`src/design/wsp_pkg.sv`:
```
// Shared types, constants and helpers for the world-to-screen projection block.
package wsp_pkg;

  localparam int unsigned FracBitsDefault = 16;
  localparam int unsigned VpWidth = 14;
  localparam int unsigned DataWidth = 32;
  localparam int unsigned CfgIdxWidth = 3;
  localparam int unsigned CoefIdxWidth = 4;
  localparam int unsigned MatDepth = 16;

  localparam logic [VpWidth-1:0] VpWidthReset = 14'd1920;
  localparam logic [VpWidth-1:0] VpHeightReset = 14'd1080;

  localparam logic [CfgIdxWidth-1:0] CfgViewportWidth = 3'd0;
  localparam logic [CfgIdxWidth-1:0] CfgViewportHeight = 3'd1;
  localparam logic [CfgIdxWidth-1:0] CfgCameraX = 3'd2;
  localparam logic [CfgIdxWidth-1:0] CfgCameraY = 3'd3;
  localparam logic [CfgIdxWidth-1:0] CfgCameraZ = 3'd4;

  localparam logic OpLoad = 1'b0;
  localparam logic OpProject = 1'b1;

  // Datapath step codes issued by the controller.
  typedef enum logic [3:0] {
    DpNone    = 4'd0,
    DpOffset  = 4'd1,
    DpMacInit = 4'd2,
    DpMac     = 4'd3,
    DpMacEnd  = 4'd4,
    DpDivInit = 4'd5,
    DpDivStep = 4'd6,
    DpDivEnd  = 4'd7,
    DpScale   = 4'd8,
    DpResult  = 4'd9
  } dp_op_e;

  typedef struct packed {
    dp_op_e                  op;
    logic [1:0]              col;  // 0 x, 1 y, 2 w
    logic [1:0]              row;  // 0..3 ; row 3 is the constant term
    logic                    axis; // 0 x, 1 y
  } dp_cmd_t;

  typedef struct packed {
    logic w_pos;
    logic div_done;
  } dp_status_t;

  function automatic logic signed [DataWidth-1:0] sat32(input logic signed [95:0] v);
    logic signed [95:0] hi;
    logic signed [95:0] lo;
    hi = 96'sd2147483647;
    lo = -96'sd2147483648;
    if (v > hi) sat32 = 32'sh7fffffff;
    else if (v < lo) sat32 = 32'sh80000000;
    else sat32 = v[DataWidth-1:0];
  endfunction

endpackage

```
`src/design/wsp_ctrl.sv`:
```
// Sequencer for the projection block: steps the shared datapath per point.
module wsp_ctrl import wsp_pkg::*; (
  input  logic       clk_i,
  input  logic       rst_ni,
  input  logic       in_valid_i,
  output logic       in_ready_o,
  input  logic       in_op_i,
  output logic       out_valid_o,
  input  logic       out_ready_i,
  output logic       ld_we_o,
  output dp_cmd_t    cmd_o,
  input  dp_status_t status_i
);
  typedef enum logic [8:0] {
    StIdle  = 9'b000000001,
    StRead  = 9'b000000010,
    StMac   = 9'b000000100,
    StSum   = 9'b000001000,
    StDInit = 9'b000010000,
    StDiv   = 9'b000100000,
    StDEnd  = 9'b001000000,
    StScale = 9'b010000000,
    StOut   = 9'b100000000
  } state_e;

  state_e state_q, state_d;
  logic [1:0] col_q, col_d, row_q, row_d;
  logic axis_q, axis_d;
  logic out_valid_q, out_valid_d;
  logic accept;

  // The output register holds a waiting result; StOut stalls until it drains.
  assign in_ready_o = (state_q == StIdle);
  assign accept = in_valid_i && in_ready_o;
  assign ld_we_o = accept && (in_op_i == OpLoad);
  assign out_valid_o = out_valid_q;

  always_comb begin
    state_d = state_q;
    col_d = col_q;
    row_d = row_q;
    axis_d = axis_q;
    out_valid_d = out_valid_q && !out_ready_i;
    cmd_o = '{op: DpNone, col: col_q, row: row_q, axis: axis_q};
    case (state_q)
      StIdle: begin
        if (accept && in_op_i == OpProject) begin
          cmd_o.op = DpOffset;
          cmd_o.row = 2'd0;
          cmd_o.col = 2'd0;
          col_d = 2'd0;
          row_d = 2'd0;
          state_d = StRead;
        end
      end
      StRead: begin
        // Issue read of row 0 and clear the accumulator.
        cmd_o.op = DpMacInit;
        row_d = 2'd1;
        state_d = StMac;
      end
      StMac: begin
        cmd_o.op = DpMac;
        if (row_q == 2'd3) state_d = StSum;
        row_d = row_q + 2'd1;
      end
      StSum: begin
        cmd_o.op = DpMacEnd;
        row_d = 2'd0;
        if (col_q == 2'd2) begin
          axis_d = 1'b0;
          state_d = StDInit;
        end else begin
          col_d = col_q + 2'd1;
          state_d = StRead;
        end
      end
      StDInit: begin
        if (status_i.w_pos) begin
          cmd_o.op = DpDivInit;
          state_d = StDiv;
        end else begin
          state_d = StOut;
        end
      end
      StDiv: begin
        cmd_o.op = DpDivStep;
        if (status_i.div_done) state_d = StDEnd;
      end
      StDEnd: begin
        cmd_o.op = DpDivEnd;
        state_d = StScale;
      end
      StScale: begin
        cmd_o.op = DpScale;
        if (axis_q) state_d = StOut;
        else begin
          axis_d = 1'b1;
          state_d = StDInit;
        end
      end
      StOut: begin
        if (!out_valid_q || out_ready_i) begin
          cmd_o.op = DpResult;
          out_valid_d = 1'b1;
          state_d = StIdle;
        end
      end
      default: state_d = StIdle;
    endcase
  end

  always_ff @(posedge clk_i or negedge rst_ni) begin
    if (!rst_ni) begin
      state_q <= StIdle;
      col_q <= '0;
      row_q <= '0;
      axis_q <= 1'b0;
      out_valid_q <= 1'b0;
    end else begin
      state_q <= state_d;
      col_q <= col_d;
      row_q <= row_d;
      axis_q <= axis_d;
      out_valid_q <= out_valid_d;
    end
  end

  a_ready_idle: assert property (@(posedge clk_i) disable iff (!rst_ni)
    in_ready_o |-> state_q == StIdle) else $error("ready outside idle");
  a_result_after_out: assert property (@(posedge clk_i) disable iff (!rst_ni)
    $rose(out_valid_q) |-> $past(state_q) == StOut) else $error("result without sequence");
  a_state_onehot: assert property (@(posedge clk_i) disable iff (!rst_ni)
    $onehot(state_q)) else $error("state not one-hot");
endmodule

```
`config.mk`:
```
export PLATFORM = sky130hd
export DESIGN_NAME = wsp_ctrl
export DESIGN_NICKNAME = d
export VERILOG_FILES = /design/src/design/wsp_pkg.sv /design/src/design/wsp_ctrl.sv
export SDC_FILE = /design/constraint.sdc
export NUM_CORES = 1
export LEC_CHECK = 0
export BUFFER_PORTS_ARGS = -buffer_cell sky130_fd_sc_hd__buf_2
export CAP_MARGIN = 0
export CORE_ASPECT_RATIO = 1.4
export CORE_MARGIN = 2
export CORE_UTILIZATION = 35
export CTS_BUF_LIST = sky130_fd_sc_hd__clkbuf_8
export CTS_CLUSTER_SIZE = 40
export DETAILED_ROUTE_END_ITERATION = 10
export PLACE_DENSITY = 0.6
export SLEW_MARGIN = 30
export SYNTH_ARGS = -nofsm -noshare
export SYNTH_HDL_FRONTEND = slang
export SYNTH_SLANG_ARGS = --single-unit
```
`constraint.sdc`:
```
create_clock -name clk_i -period 2 [get_ports clk_i]
set_input_delay 0.1 -clock clk_i [delete_from_list [all_inputs] [get_ports clk_i]]
set_output_delay 0.1 -clock clk_i [all_outputs]
set_load 0.02 [all_outputs]
```
==> impl_metrics.yaml <==
sta:
  period_share_pct: 107
  period_needed_ns: 2.14
  fin_setup_tns_ns: -0.946
  skew_ns: 0.00740
  slew_viol_final: 0
  hold_viol_final: 0
  setup-violations-final: 11
  fmax_mhz: 467
  worst_slack_ns: -0.142
  relSlewSlack_pct: 75.5
  rsz0062_at_grt: "yes"
  worst_pin_slew_ns: 0.367
job:
  drv_cap: 0
final_layout:
  syn_to_final_growth_pct: 64.4
  layout_common_cells: "buf_4, dfrtp_1"
  layout_commonest_cell: "buf_4"
  n_antenna_cell: 0
  nNetsFinal: 161
  final_cells: 187
  drive_gt1_share_pct: 55.0
clocking:
  cts_sinks: 15
  clockBufferDepth: 2
  ctsRootBufferMaster: "clkbuf_8"
  clk_pin_slew_ns: 0.07
  cts_buffers: 3
  cts_tree: "yes"
  clock_latency_ns: 0.25
  htreeDepth: 1
synthesis:
  post_synth.cell_area_avg_um2: 9.61
  syn_nets: 107
  synth_area_leaders: "dfrtp_1, or4_1, nor4b_1, nand2_1, inv_1"
  ys_ff_latch: 15
  seq_area_frac_synth_pct: 40.0
  ys_types: 37
  yosys.area.top_type: "dfrtp_1"
  ys_warn_count: 0
  syn_inst: 98
  netlist_area_um2: 942
  netlist.area_leader.share_pct: 37.2
floorplan:
  io_pins: 19
  die_area_um2: 3130
  die_h_um: 65.4
  core.rowCount: 22
  initial_utilization_pct: 36.4
  core_area_um2: 2590
  die_x_um: 47.9
worst_setup_path:
  timing.critical_path.buf_inv: 1
  slowest_stage: "or4_4"
  cp_top_family: "simple AND/OR/NAND/NOR gates"
  cp.required_ns: 1.90
  crit_path_frequent_cell: "or4_4"
  start_kind: "flop"
  crit_type: "reg -> out"
  path_cells: "or4_4, or4_4, nand4_1, buf_6"
  max_stage_delay_ns: 0.62
  critPathArrivalTime_ns: 2.04
  crit_path_max_fanout: 8
  end_kind: "primary output"
drt:
  drc: 0
  drtPass1Iterations: 4
  routed_via_density: 5.19
  drt_iter0_drc: 28
  wl_per_cell_um: 15.5
  dr_total_vias: 971
  ant_nets: 0
  wl_um: 2900
placement:
  dp_cells: 170
  gp_congestion: 0.872
  dp_hpwl_um: 1890
  numPortBuffers: 18
status:
  violations: "setup timing"
  status: "finished with violations"
worst_hold_path:
  hold_class: "in -> reg"
power:
  power_mw: 1.89
  powerDensity_nw_per_um2: 1220
  p_leak_nw: 0.775
  ir_drop_v: 0.00103
global_routing:
  grt_max_degree: 16
  antenna_found_initial: 0
  grt_pass1_wl_um: 4610
  grt_pass1_vias: 986
  grt_overflow_total: 0
  grt_util_all_layers_pct: 20.1
==> what timing repair did <==
item | in CTS | in global routing
gates resized for setup | 22 | 21
cloned | 0 | 0
hold endpoints to repair | 14 | 0
pin swaps | 5 | 16
setup buffers | 4 | 8
hold buffers | 1 | 0
setup endpoints to repair | 11 | 18
==> power by group <==
part / internal [mW] / leakage, nW / switching (mW)
Sequential: 0.376 / 0.197 / 0.0594
Combinational: 0.652 / 0.550 / 0.557
Clock: 0.136 / 0.0269 / 0.111
==> kinds of logic (layout without fill, tap and decap cells) <==
| family | after synthesis | count (layout) | share of synthesized area, % |
|---|---|---|---|
| flip-flops | 15 | 15 | 40.0 |
| adder cells (fa/ha/maj) | 2 | 2 | 2.66 |
| AO/OA/AOI/OAI | 10 | 10 | 9.30 |
| buffers and inverters | 13 | 66 | 6.64 |
| multiplexers | 1 | 1 | 1.59 |
| XOR/XNOR | 1 | 1 | 0.930 |
| AND/OR/NAND/NOR | 56 | 56 | 38.9 |
==> cell usage after synthesis (all sizes together) <==
| cell | n |
|---|---|
| nor4b | 5 |
| a221o | 1 |
| a21o | 1 |
| or4b | 1 |
| o21ai | 1 |
| o31ai | 1 |
| nor2b | 1 |
| nor4 | 4 |
| mux2 | 1 |
| o21bai | 1 |
| o22a | 1 |
| dfrtp | 14 |
| and3b | 1 |
| nand2 | 10 |
| inv | 9 |
| or4 | 8 |
| buf | 4 |
| and2b | 3 |
| nor2 | 7 |
| nor3 | 3 |
| xnor2 | 1 |
| and4bb | 2 |
| a22o | 2 |
| or3 | 3 |
| or3b | 1 |
| dfstp | 1 |
| ha | 2 |
| nand3 | 2 |
| nand4 | 2 |
| a21oi | 1 |
| nand2b | 3 |
| a211oi | 1 |
==> worst register-to-register path, cell delays in order (launching register included) <==
cell and delay (ns):
dfrtp_1 0.39, or4_4 0.62, and4bb_1 0.35, buf_4 0.13
and2b_4 0.16, o21bai_4 0.06, mux2_4 0.25
==> stage by stage <==
step	cell area, µm²	utilization, %	worst slack [ns]	hold slack, ns
5_1_grt	1550	59.9	-0.209	0.168
2_1_floorplan	952	-	-0.000818	-0.196
3_3_place_gp	1220	47.3	-0.0392	0.0289
6_report	1550	59.9	-0.142	0.139
4_1_cts	1400	54.0	-0.141	0.140
3_5_place_dp	1220	47.3	-0.0278	0.0311
==> path summary, 6_finish.rpt <==
path,from,to,slack (ns),cells after the start
max,state_q[7],cmd_o[5],-0.14,4
max in group asynchronous,rst_ni,state_q[0],1.40,2
min reg2reg,axis_q,state_q[4],0.50,1
min,out_ready_i,out_valid_o,0.14,3
max reg2reg,state_q[7],col_q[0],-0.08,6
min in group asynchronous,rst_ni,row_q[0],0.29,2
==> metal layers <==
layer  global-route usage (%)  share of wire [%]
met1                     26.0                 43
met2                     33.2                 54
met3                     3.30                3.0
met4                     6.08               0.52
met5                        0                  0
==> registers in the layout, summed over array words and instances, names as in the netlist <==
name and count:
axis_q 1, col_q 2, out_valid_o 1, row_q 2, state_q 9
==> final cells by class <==
type / count / area (µm²)
clock buffers: 3 / 41.3
clock inverters: 1 / 3.75
fillers: 232 / 1040
inverters: 9 / 33.8
multi-input cells: 70 / 624
flip-flops and latches: 15 / 380
well taps: 36 / 45.0
repair buffers: 53 / 420
(Power assumes the default switching activity.)
